File: src/rtl/core/flvtsl_pkg.sv
// Package with the types, widths and constants of the tag stream length checker.
package flvtsl_pkg;

   localparam int POSITION_BITS_DEF = 34;
   localparam int LEN_W             = 34;
   localparam int COUNT_W           = 22;
   localparam int OFFSET_W          = 16;
   localparam int MIN_TAGS_W        = 8;
   localparam int HDR_W             = 32;
   localparam int PAYLOAD_W         = 24;
   localparam int TAG_IDX_W         = 4;
   localparam int CSR_IDX_W         = 2;
   localparam int CSR_DATA_W        = 22;

   localparam logic [OFFSET_W-1:0]   MAX_HDR_OFF_RST = 16'd1024;
   localparam logic [COUNT_W-1:0]    TAG_LIMIT_RST   = 22'd4000000;
   localparam logic [MIN_TAGS_W-1:0] MIN_TAGS_RST    = 8'd2;

   localparam logic [7:0] SIG_F = 8'h46;
   localparam logic [7:0] SIG_L = 8'h4C;
   localparam logic [7:0] SIG_V = 8'h56;

   localparam int SIG_F_POS     = 0;
   localparam int SIG_L_POS     = 1;
   localparam int SIG_V_POS     = 2;
   localparam int HDR_OFF_FIRST = 5;
   localparam int HDR_OFF_LAST  = 8;
   localparam int HDR_OFF_MIN   = 9;
   localparam int TAIL_BYTES    = 4;

   localparam logic [TAG_IDX_W-1:0] TAG_TYPE_IDX   = 4'd4;
   localparam logic [TAG_IDX_W-1:0] TAG_SIZE_FIRST = 4'd5;
   localparam logic [TAG_IDX_W-1:0] TAG_SIZE_LAST  = 4'd7;
   localparam logic [TAG_IDX_W-1:0] TAG_HDR_LAST   = 4'd14;

   localparam logic [4:0] TAG_TYPE_MASK = 5'h1F;
   localparam logic [4:0] TAG_AUDIO     = 5'd8;
   localparam logic [4:0] TAG_VIDEO     = 5'd9;
   localparam logic [4:0] TAG_SCRIPT    = 5'd18;

   typedef enum logic [2:0] {
      PH_IDLE,
      PH_HEADER,
      PH_SKIP,
      PH_TAGHDR,
      PH_PAYLOAD
   } phase_type;

   typedef enum logic [CSR_IDX_W-1:0] {
      CSR_MAX_HDR_OFF,
      CSR_TAG_LIMIT,
      CSR_MIN_TAGS
   } csr_index_type;

endpackage

File: src/rtl/core/flv_tag_stream_length.sv
// Top level of the tag stream length checker: header check, tag walk and result word.
//
//   channel | direction | handshake               | payload
//   req     | in        | req_valid / req_ready   | data_byte, first_byte, last_byte
//   rsp     | out       | rsp_valid / rsp_ready   | found, stream_length, tag_count
//   csr     | in        | csr_write_en            | csr_index, csr_wdata
//
// One byte word is taken per cycle while rsp is not stalled; each word is held in the input register and
// its result word, if any, is then registered in the output register.
// The per-byte walk state is updated as each word leaves the input register, which sets the rate of one word per cycle.
// Reset is synchronous; there is no clearing pass.
// A stall on rsp holds the output register and the input register, then blocks req.
module flv_tag_stream_length
   import flvtsl_pkg::*;
#(
   parameter int POSITION_BITS = POSITION_BITS_DEF
) (
   input  logic                  clock,
   input  logic                  reset,
   input  logic                  req_valid,
   output logic                  req_ready,
   input  logic [7:0]            req_data_byte,
   input  logic                  req_first_byte,
   input  logic                  req_last_byte,
   output logic                  rsp_valid,
   input  logic                  rsp_ready,
   output logic                  rsp_found,
   output logic [LEN_W-1:0]      rsp_stream_length,
   output logic [COUNT_W-1:0]    rsp_tag_count,
   input  logic                  csr_write_en,
   input  logic [CSR_IDX_W-1:0]  csr_index,
   input  logic [CSR_DATA_W-1:0] csr_wdata
);

   localparam int EXT_W = ((POSITION_BITS > LEN_W) ? POSITION_BITS : LEN_W) + 1;
   localparam int CMP_W = (POSITION_BITS > HDR_W) ? POSITION_BITS : HDR_W;
   localparam logic [POSITION_BITS-1:0] POS_MAX = {POSITION_BITS{1'b1}};
   localparam logic [LEN_W-1:0]         LEN_MAX = {LEN_W{1'b1}};

   logic [OFFSET_W-1:0]      max_hdr_off_ff;
   logic [COUNT_W-1:0]       tag_limit_ff;
   logic [MIN_TAGS_W-1:0]    min_tags_ff;

   logic                     stage_valid_ff, stage_valid_in;
   logic [7:0]               stage_byte_ff;
   logic                     stage_first_ff;
   logic                     stage_last_ff;
   logic                     req_accept;
   logic                     stage_advance;

   phase_type                phase_ff, phase_in, cur_phase;
   logic [POSITION_BITS-1:0] pos_ff, pos_in, cur_pos, pos_inc;
   logic [HDR_W-1:0]         hdr_off_ff, hdr_off_in, cur_hdr, hdr_shift;
   logic [TAG_IDX_W-1:0]     tag_idx_ff, tag_idx_in, cur_idx;
   logic [PAYLOAD_W-1:0]     pay_rem_ff, pay_rem_in, cur_pay;
   logic [COUNT_W-1:0]       tags_done_ff, tags_done_in, cur_tags, tags_inc;
   logic [LEN_W-1:0]         end_len_ff, end_len_in, cur_end_len, tag_end_len;
   logic                     sig_ok_ff, sig_ok_in, cur_sig_ok;
   logic [EXT_W-1:0]         tag_end_ext;
   logic                     active;
   logic                     type_ok;
   logic                     finish;
   logic                     complete;

   logic                     rsp_valid_ff, rsp_valid_in;
   logic                     rsp_found_ff, rsp_found_in;
   logic [LEN_W-1:0]         rsp_len_ff, rsp_len_in;
   logic [COUNT_W-1:0]       rsp_count_ff, rsp_count_in;

   // Configuration registers.
   always_ff @(posedge clock) begin
      if (reset) begin
         max_hdr_off_ff <= MAX_HDR_OFF_RST;
         tag_limit_ff   <= TAG_LIMIT_RST;
         min_tags_ff    <= MIN_TAGS_RST;
      end else if (csr_write_en) begin
         case (csr_index)
            CSR_MAX_HDR_OFF: max_hdr_off_ff <= csr_wdata[OFFSET_W-1:0];
            CSR_TAG_LIMIT:   tag_limit_ff   <= csr_wdata[COUNT_W-1:0];
            CSR_MIN_TAGS:    min_tags_ff    <= csr_wdata[MIN_TAGS_W-1:0];
            default: ;
         endcase
      end
   end

   // Input register and flow control.
   assign stage_advance  = stage_valid_ff && (!rsp_valid_ff || rsp_ready);
   assign req_ready      = !stage_valid_ff || stage_advance;
   assign req_accept     = req_valid && req_ready;
   assign stage_valid_in = req_accept || (stage_valid_ff && !stage_advance);

   always_ff @(posedge clock) begin
      if (reset) begin
         stage_valid_ff <= 1'b0;
      end else begin
         stage_valid_ff <= stage_valid_in;
      end
   end

   always_ff @(posedge clock) begin
      if (req_accept) begin
         stage_byte_ff  <= req_data_byte;
         stage_first_ff <= req_first_byte;
         stage_last_ff  <= req_last_byte;
      end
   end

   // A first byte restarts the walk from a clean state.
   assign cur_phase   = stage_first_ff ? PH_HEADER : phase_ff;
   assign cur_pos     = stage_first_ff ? '0 : pos_ff;
   assign cur_hdr     = stage_first_ff ? '0 : hdr_off_ff;
   assign cur_idx     = stage_first_ff ? '0 : tag_idx_ff;
   assign cur_pay     = stage_first_ff ? '0 : pay_rem_ff;
   assign cur_tags    = stage_first_ff ? '0 : tags_done_ff;
   assign cur_end_len = stage_first_ff ? LEN_W'(TAIL_BYTES) : end_len_ff;
   assign cur_sig_ok  = stage_first_ff ? 1'b0 : sig_ok_ff;
   assign active      = stage_first_ff || (phase_ff != PH_IDLE);

   assign pos_inc   = (cur_pos == POS_MAX) ? cur_pos : cur_pos + POSITION_BITS'(1);
   assign hdr_shift = {cur_hdr[HDR_W-9:0], stage_byte_ff};
   assign tags_inc  = cur_tags + COUNT_W'(1);
   assign type_ok   = (stage_byte_ff[4:0] & TAG_TYPE_MASK) inside
                      {TAG_AUDIO, TAG_VIDEO, TAG_SCRIPT};

   assign tag_end_ext = (cur_pos == POS_MAX) ?
                        EXT_W'(cur_pos) + EXT_W'(TAIL_BYTES) :
                        EXT_W'(cur_pos) + EXT_W'(TAIL_BYTES + 1);
   assign tag_end_len = (tag_end_ext > EXT_W'(LEN_MAX)) ? LEN_MAX : tag_end_ext[LEN_W-1:0];

   always_comb begin
      phase_in     = cur_phase;
      pos_in       = cur_pos;
      hdr_off_in   = cur_hdr;
      tag_idx_in   = cur_idx;
      pay_rem_in   = cur_pay;
      tags_done_in = cur_tags;
      end_len_in   = cur_end_len;
      sig_ok_in    = cur_sig_ok;
      finish       = 1'b0;
      complete     = 1'b0;
      if (active) begin
         pos_in = pos_inc;
         case (cur_phase)
            PH_HEADER: begin
               if ((cur_pos == POSITION_BITS'(SIG_F_POS) && stage_byte_ff != SIG_F) ||
                   (cur_pos == POSITION_BITS'(SIG_L_POS) && stage_byte_ff != SIG_L) ||
                   (cur_pos == POSITION_BITS'(SIG_V_POS) && stage_byte_ff != SIG_V)) begin
                  finish = 1'b1;
               end else begin
                  if (cur_pos >= POSITION_BITS'(HDR_OFF_FIRST) &&
                      cur_pos <= POSITION_BITS'(HDR_OFF_LAST)) begin
                     hdr_off_in = hdr_shift;
                  end
                  if (cur_pos == POSITION_BITS'(HDR_OFF_LAST)) begin
                     if (hdr_shift < HDR_W'(HDR_OFF_MIN) ||
                         hdr_shift > HDR_W'(max_hdr_off_ff)) begin
                        finish = 1'b1;
                     end else begin
                        sig_ok_in  = 1'b1;
                        end_len_in = LEN_W'(hdr_shift[OFFSET_W-1:0]) + LEN_W'(TAIL_BYTES);
                        tag_idx_in = '0;
                        if (tag_limit_ff == '0) begin
                           finish = 1'b1;
                        end else if (hdr_shift == HDR_W'(HDR_OFF_MIN)) begin
                           phase_in = PH_TAGHDR;
                        end else begin
                           phase_in = PH_SKIP;
                        end
                     end
                  end
               end
            end
            PH_SKIP: begin
               if (CMP_W'(pos_inc) >= CMP_W'(cur_hdr)) begin
                  tag_idx_in = '0;
                  phase_in   = PH_TAGHDR;
               end
            end
            PH_TAGHDR: begin
               if (cur_idx == TAG_TYPE_IDX && !type_ok) begin
                  finish = 1'b1;
               end else begin
                  if (cur_idx >= TAG_SIZE_FIRST && cur_idx <= TAG_SIZE_LAST) begin
                     pay_rem_in = {cur_pay[PAYLOAD_W-9:0], stage_byte_ff};
                  end
                  if (cur_idx >= TAG_HDR_LAST) begin
                     if (cur_pay == '0) begin
                        complete = 1'b1;
                     end else begin
                        phase_in = PH_PAYLOAD;
                     end
                  end else begin
                     tag_idx_in = cur_idx + TAG_IDX_W'(1);
                  end
               end
            end
            PH_PAYLOAD: begin
               pay_rem_in = cur_pay - PAYLOAD_W'(1);
               if (cur_pay == PAYLOAD_W'(1)) begin
                  complete = 1'b1;
               end
            end
            default: ;
         endcase
         if (complete) begin
            tags_done_in = tags_inc;
            end_len_in   = tag_end_len;
            tag_idx_in   = '0;
            phase_in     = PH_TAGHDR;
            if (tags_inc >= tag_limit_ff) begin
               finish = 1'b1;
            end
         end
         if (stage_last_ff) begin
            finish = 1'b1;
         end
         if (finish) begin
            phase_in = PH_IDLE;
         end
      end
   end

   // Walk state.
   always_ff @(posedge clock) begin
      if (reset) begin
         phase_ff     <= PH_IDLE;
         pos_ff       <= '0;
         hdr_off_ff   <= '0;
         tag_idx_ff   <= '0;
         pay_rem_ff   <= '0;
         tags_done_ff <= '0;
         end_len_ff   <= LEN_W'(TAIL_BYTES);
         sig_ok_ff    <= 1'b0;
      end else if (stage_advance) begin
         phase_ff     <= phase_in;
         pos_ff       <= pos_in;
         hdr_off_ff   <= hdr_off_in;
         tag_idx_ff   <= tag_idx_in;
         pay_rem_ff   <= pay_rem_in;
         tags_done_ff <= tags_done_in;
         end_len_ff   <= end_len_in;
         sig_ok_ff    <= sig_ok_in;
      end
   end

   // Output register.
   assign rsp_found_in = sig_ok_in && (tags_done_in >= COUNT_W'(min_tags_ff));
   assign rsp_len_in   = rsp_found_in ? end_len_in : '0;
   assign rsp_count_in = sig_ok_in ? tags_done_in : '0;
   assign rsp_valid_in = stage_advance ? finish : (rsp_valid_ff && !rsp_ready);

   always_ff @(posedge clock) begin
      if (reset) begin
         rsp_valid_ff <= 1'b0;
      end else begin
         rsp_valid_ff <= rsp_valid_in;
      end
   end

   always_ff @(posedge clock) begin
      if (stage_advance && finish) begin
         rsp_found_ff <= rsp_found_in;
         rsp_len_ff   <= rsp_len_in;
         rsp_count_ff <= rsp_count_in;
      end
   end

   assign rsp_valid         = rsp_valid_ff;
   assign rsp_found         = rsp_found_ff;
   assign rsp_stream_length = rsp_len_ff;
   assign rsp_tag_count     = rsp_count_ff;

   a_payload_nonzero: assert property (@(posedge clock) disable iff (reset)
      phase_ff == PH_PAYLOAD |-> pay_rem_ff != '0)
      else $error("payload phase entered with no payload bytes left");

   a_walk_needs_header: assert property (@(posedge clock) disable iff (reset)
      (phase_ff == PH_SKIP || phase_ff == PH_TAGHDR || phase_ff == PH_PAYLOAD) |-> sig_ok_ff)
      else $error("tag walk running without a valid header");

   a_found_consistent: assert property (@(posedge clock) disable iff (reset)
      rsp_valid_ff && rsp_found_ff |->
         rsp_count_ff >= COUNT_W'(min_tags_ff) && rsp_len_ff != '0)
      else $error("found word with too few tags or zero length");

   a_stall_blocks_input: assert property (@(posedge clock) disable iff (reset)
      stage_valid_ff && rsp_valid_ff && !rsp_ready |-> !req_ready)
      else $error("input taken while both registers are full and stalled");

endmodule
File: config.mk
export PLATFORM = sky130hd
export DESIGN_NAME = flv_tag_stream_length
export DESIGN_NICKNAME = d
export VERILOG_FILES = /design/src/rtl/core/flvtsl_pkg.sv /design/src/rtl/core/flv_tag_stream_length.sv
export SDC_FILE = /design/constraint.sdc
export NUM_CORES = 1
export LEC_CHECK = 0
export BUFFER_PORTS_ARGS = -buffer_cell sky130_fd_sc_hd__buf_2
export CELL_PAD_IN_SITES_DETAIL_PLACEMENT = 1
export CELL_PAD_IN_SITES_GLOBAL_PLACEMENT = 2
export CORE_MARGIN = 1
export CORE_UTILIZATION = 34
export DETAILED_ROUTE_END_ITERATION = 10
export PLACE_DENSITY = 0.76
export SLEW_MARGIN = 40
export SYNTH_ARGS = -nofsm -noshare
export SYNTH_HDL_FRONTEND = slang
export SYNTH_SLANG_ARGS = --single-unit
File: constraint.sdc
create_clock -name clock -period 7.3 [get_ports clock]
set_input_delay 1.825 -clock clock [delete_from_list [all_inputs] [get_ports clock]]
set_output_delay 1.825 -clock clock [all_outputs]
set_load 0.02 [all_outputs]
======== After elaboration in Yosys (flattened, before gate mapping) ========
Index checks and enable logic that the tools add are counted.
storage, ports and cells
  output and inout port bits .............. 59
  register bits after elaboration ......... 269
  word-level logic and storage cells ...... 162
operators by class
  order comparisons ....................... 11
  eq/ne operators ......................... 19
  mux-type cells .......................... 73
  reduce and logical (&&, ||, !) cells .... 33
  add/subtract/negate cells ............... 7
operator list
  operator                                                          count
  2-to-1 mux 34 bit                                                 11
  2-to-1 mux 32 bit                                                 5
  2-to-1 mux 24 bit                                                 4
  adder 34 x 3 -> 35 bit (second input constant)                    2
  2-to-1 mux 22 bit                                                 3
  one-hot mux 24 bit (2 select lines)                               1
  2-to-1 mux 3 bit                                                  12
  2-to-1 mux 4 bit                                                  9
  greater-than comparator 35 x 34 -> 1 bit (second input constant)  1
  2-to-1 mux 35 bit                                                 1
  adder 34 x 1 -> 34 bit (second input constant)                    1
  == test 34 x 1 -> 1 bit (second input constant)                   1
  == test 34 x 2 -> 1 bit (second input constant)                   1
  == test 34 bit (second input constant)                            1
  == test 34 x 4 -> 1 bit (second input constant)                   1
  >= comparator 34 x 3 -> 1 bit (second input constant)             1
  >= comparator 34 x 32 -> 1 bit                                    1
  less-or-equal comparator 34 x 4 -> 1 bit (second input constant)  1
  logical NOT 34 bit                                                1
  == test 32 x 4 -> 1 bit (second input constant)                   1
  greater-than comparator 32 x 16 -> 1 bit                          1
  less-than comparator 32 x 4 -> 1 bit (second input constant)      1
  == test 24 x 1 -> 1 bit (second input constant)                   1
  logical NOT 24 bit                                                1
  other kinds (29)                                                  80

======== Longest topological paths before layout ========
  depth after elaboration ................. 13
  mapped depth ............................ 28
  mapped depth without buffers ............ 19

======== Least setup slack after synthesis ========
No wires, ideal clock.
  path type ............................... register to register
  from .................................... reg stage_first_ff
  to ...................................... reg rsp_found_ff, in the netlist rsp_found (enable)
  stages on the path, launching flop included .. 24
  slack ................................... 381 ps
  data required time ...................... 6828 ps
  data arrival time ....................... 6447 ps
  path through ............................ edfxtp_1 buf_6 clkbuf_1 buf_2 buf_2 buf_2 buf_2 buf_1 nor2b_1 ha_1 and4_1 nand4b_1 nor3_2 nand3_1 xor2_1 nor2_1 ha_1 nand4_1 o221ai_1 a41oi_1 o21ai_0 a22o_1 a21oi_1 nor2_1
between the ends
  cells in the longest elaborated chain, start to end .. 13
  elaborated cells between the ends (all ways) .. 46
RTL lines
  element                                                          line                          source
  start: declaration                                               flv_tag_stream_length.sv:46   logic stage_first_ff;
  start signal: assignment                                         flv_tag_stream_length.sv:103  stage_first_ff <= req_first_byte;
  branches (longest 11 deep; another with adder 22 x 1 -> 22 bit)  --
  2-to-1 mux 1 bit *                                               flv_tag_stream_length.sv:141  if (active) begin
  logical AND 1 bit *                                              flv_tag_stream_length.sv:261  if (stage_advance && finish) begin
  end signal: assignment                                           flv_tag_stream_length.sv:262  rsp_found_ff <= rsp_found_in;
  end: declaration                                                 flv_tag_stream_length.sv:66   logic rsp_found_ff, rsp_found_in;
Mark *: on every way between the ends. The select of a mux whose other input is x is not followed.
A chain may end at the register's enable or synchronous reset.

======== Worst setup path after layout ========
  from .................................... reg stage_first_ff
  to ...................................... reg tag_idx_ff[1]
between the ends
  cells in the longest elaborated chain, start to end .. 9
  elaborated cells between the ends (all ways) .. 47
RTL lines
  element                                                         line                          source
  branches (longest 8 deep; another with adder 34 x 1 -> 34 bit)  --
  2-to-1 mux 4 bit *                                              flv_tag_stream_length.sv:141
  end signal: assignment                                          flv_tag_stream_length.sv:238  tag_idx_ff <= tag_idx_in;
  end: declaration                                                flv_tag_stream_length.sv:54   logic [TAG_IDX_W-1:0] tag_idx_ff, tag_idx_in, cur_idx;
Marked as above.

==> results.md <==
* Post-Synthesis Net Count at 2440
* Insertion delay of the later-clocked pin in the worst-skew pair at 0.57 ns
* TritonCTS clock tree: built
* ANT cells at 0
* Final RePlAce weighted congestion at 0.954
* Synthesis-stage register bit count at 269
* Standard-cell rows at 83
* Data required, critical path at 7.80 ns
* Growth of design area from synthesis to finish at 12.6%
* Slew at the pin closest to its max-slew limit at 0.853 ns
* First-pass GRT wire length at 109 mm
* Result of the run: complete, no violations
* Leakage power figure at 7.24 nW
* Count of non-filler cells in the finished layout at 3012
* Max VDD drop at around 0.15 mV
* Share of the clock period used by the worst path after layout at 0.783
* Antenna Violating Nets Remaining at 0
* Clock Path Buffers at 3
* CTS hold repair buffers at 0
* Share of Yosys cell area claimed by the top area cell type at 0.226
* Most frequently used flop master after synthesis: dfxtp_1
* Most common cell after layout, fill and taps aside: nand2_1
* Highest net fanout along the worst path at 13
* Final TNS setup at 0 ns
* Startpoint kind of the worst setup timing path: flop
* Number of buffers inserted to repair setup after CTS at 0
* Share of final-layout standard cells stronger than drive strength 1 at 0.105
* Max-Slew Margin vs Limit at 0.424
* Endpoint arrival time on the critical path at 6.22 ns
* Placed instance count at 2947
* Dpl cell area at 19000 sq um
* CTS clock-pin slew for the worst setup and hold paths at approximately 0.07 ns
* Power per unit of standard cell area at 183 nW/um^2
* Number of enable flip-flop cells after synthesis at 67
* Kind of path behind the tightest hold check: reg -> reg
* Critical hold path startpoint: max_hdr_off_ff[6]$_SDFFE_PP0P_
* Root Buffer Master: clkbuf_16
* Fraction of registers with async set or reset after synthesis at 0
* Router iterations before antenna repair at 7
* Vias in the first global route at 17700
* Yosys warnings at 0
* Kind of capture point of the worst setup path: flop
* Max Clock Skew at 0.0373 ns
* Average wire length per cell after detail routing at roughly 24 um
* Leading post-synthesis cells by cell area: dfxtp_1 (23%), edfxtp_1 (11%), ha_1 (6.9%)
* Starting Density at 0.346
* Post-synthesis cell type count at 93
* Leading cell types in the layout, fill and taps excluded: nand2_1 (289), nor2_1 (259), dfxtp_1 (202)
* Initial antenna violation count at 1
* Overflow left after global routing at 0
* Start of the worst register-to-register path: stage_first_ff$_DFFE_PP_
* Via density per instance at 5.88
* Final count of hold timing violations at 0
* Setup repair after global routing missed its margin: false
* Highest achievable clock rate at 175 MHz
* Final setup slack of the worst path at 1.58 ns
* Post-route minimum period at ~5.7 ns
* Total number of clock tree sinks at about 270
* Maximum number of pins on one net before global-route repair at a little under 70
* Die Area at 53600 sq um
* MaxCap Viol Count at 0
* DR iter-0 viols at 1620
* Synthesized cell area at 17900 sq um
* Category of the most critical setup path: reg -> reg
* CTS HTree Levels at 2
* Port buffer count at 97
* Detailed-placement wirelength estimate at 53.0 mm
* Seq/Total Area, Yosys at 0.338
* Quantity of gates resized following cts at 0
* Count of pins on the block boundary at a little under 100
* Critical Path Source: stage_first_ff$_DFFE_PP_
* Net count of the finished layout at 2443
* Die height at 232 um
* Worst hold-check slack at 0.456 ns
* Via count at 17700
* Total Wirelength at roughly 70 mm
* Aggregate global-route resource usage at 0.266
* Final standard cell area without fillers at 20200 sq um
* Worst slack after detailed placement at 1.70 ns
* Dominant cell type by area after synthesis: dfxtp_1
* Floorplan core area at a little over 50000 sq um
* Count of unresolved DRC violations after routing at 0
* Number of pins with negative max-slew slack in the final report at 0
* Average size of a mapped cell at 7.78 sq um
* Finish-stage setup viols at 0
* Overall die width at roughly 230 um
* CTS Buf Count at 35
* Synthesized instance count at 2302
-- worst paths after layout --
check                                                 endpoint  slack, ns  cells after the start
worst max-delay path                tag_idx_ff[1]$_SDFFE_PP0P_       1.58                     18
worst min-delay path            max_hdr_off_ff[6]$_SDFFE_PP0P_       0.46                      2
worst min register to register  max_hdr_off_ff[6]$_SDFFE_PP0P_       0.46                      2
worst max register to register      tag_idx_ff[1]$_SDFFE_PP0P_       1.58                     18
-- metrics by stage --
| step | utilization | power [mW] |
|---|---|---|
| 2_1_floorplan | - | 1.82 |
| 6_report | 0.390 | 3.68 |
| 3_3_place_gp | 0.366 | 1.94 |
| 4_1_cts | 0.389 | 3.71 |
| 5_1_grt | 0.390 | 3.81 |
| 3_5_place_dp | 0.367 | 1.95 |
-- worst max-delay path: stages (launching register included) --
cell,delay [ns]
edfxtp_1,0.52
nor2b_1,0.50
ha_1,0.31
nand4_1,0.13
nor2_1,0.41
nand4_1,0.63
nand4_1,0.53
nor3_1,0.12
xnor2_1,0.20
nor2_1,0.07
ha_1,0.32
and2_1,0.18
a221o_1,0.30
a211oi_1,0.34
o2111ai_1,0.18
nand4b_1,0.18
nand4_2,0.22
a311o_1,0.38
a21oi_1,0.13
-- per-layer routing --
| metal | GRT usage | vias up | routed length (um) |
|---|---|---|---|
| met2 | 0.412 | 486 | 31700 |
| met1 | 0.370 | 8779 | 34100 |
| met5 | 0 | - | 0 |
| li1 | - | 8334 | - |
| met4 | 0.0797 | 0 | 1990 |
| met3 | 0.0523 | 108 | 4270 |
-- where the power goes --
group | internal, mW | switching, mW | leakage [nW]
registers | 1.55 | 0.0362 | 2.31
logic | 0.0966 | 0.238 | 4.36
clock network | 1.01 | 0.751 | 0.569
total | 2.66 | 1.02 | 7.24
-- synth_stat cells, drive strengths merged, types with 24 or more instances --
| library cell | n |
|---|---|
| a22oi | 57 |
| clkbuf | 123 |
| nor2b | 35 |
| ha | 99 |
| nand2 | 290 |
| nor2 | 266 |
| o21ai | 151 |
| edfxtp | 67 |
| nor4 | 52 |
| inv | 88 |
| buf | 44 |
| nand4 | 45 |
| nor3 | 88 |
| xor2 | 32 |
| a21oi | 155 |
| a211oi | 24 |
| nand3 | 65 |
| dfxtp | 202 |
| xnor2 | 74 |
-- registers in the layout, summed over array words and instances (netlist names), 22 cells and up --
register / count
end_len_ff: 34
hdr_off_ff: 32
pay_rem_ff: 24
pos_ff: 34
rsp_stream_length: 34
rsp_tag_count: 22
tag_limit_ff: 22
tags_done_ff: 22
-- area by class of cell --
class	count	area (sq um)
clock buffer	46	1000
clock inverter	18	140
fill	6199	31600
inverter	88	330
multi-input combinational	1778	11000
sequential	269	6060
tap	680	851
timing repair buffer	133	786
-- kinds of logic after synthesis --
group	Yosys count	share of synthesized area
xor gates and xnor gates	106	0.0518
adders and majority gates	99	0.0692
DFF	269	0.338
AOI/OAI and AO/OA	561	0.198
muxes	21	0.0119
buffers and inverters	255	0.0558
and+or+nand+nor	991	0.276
No activity file was read; power rests on OpenSTA's default activity.
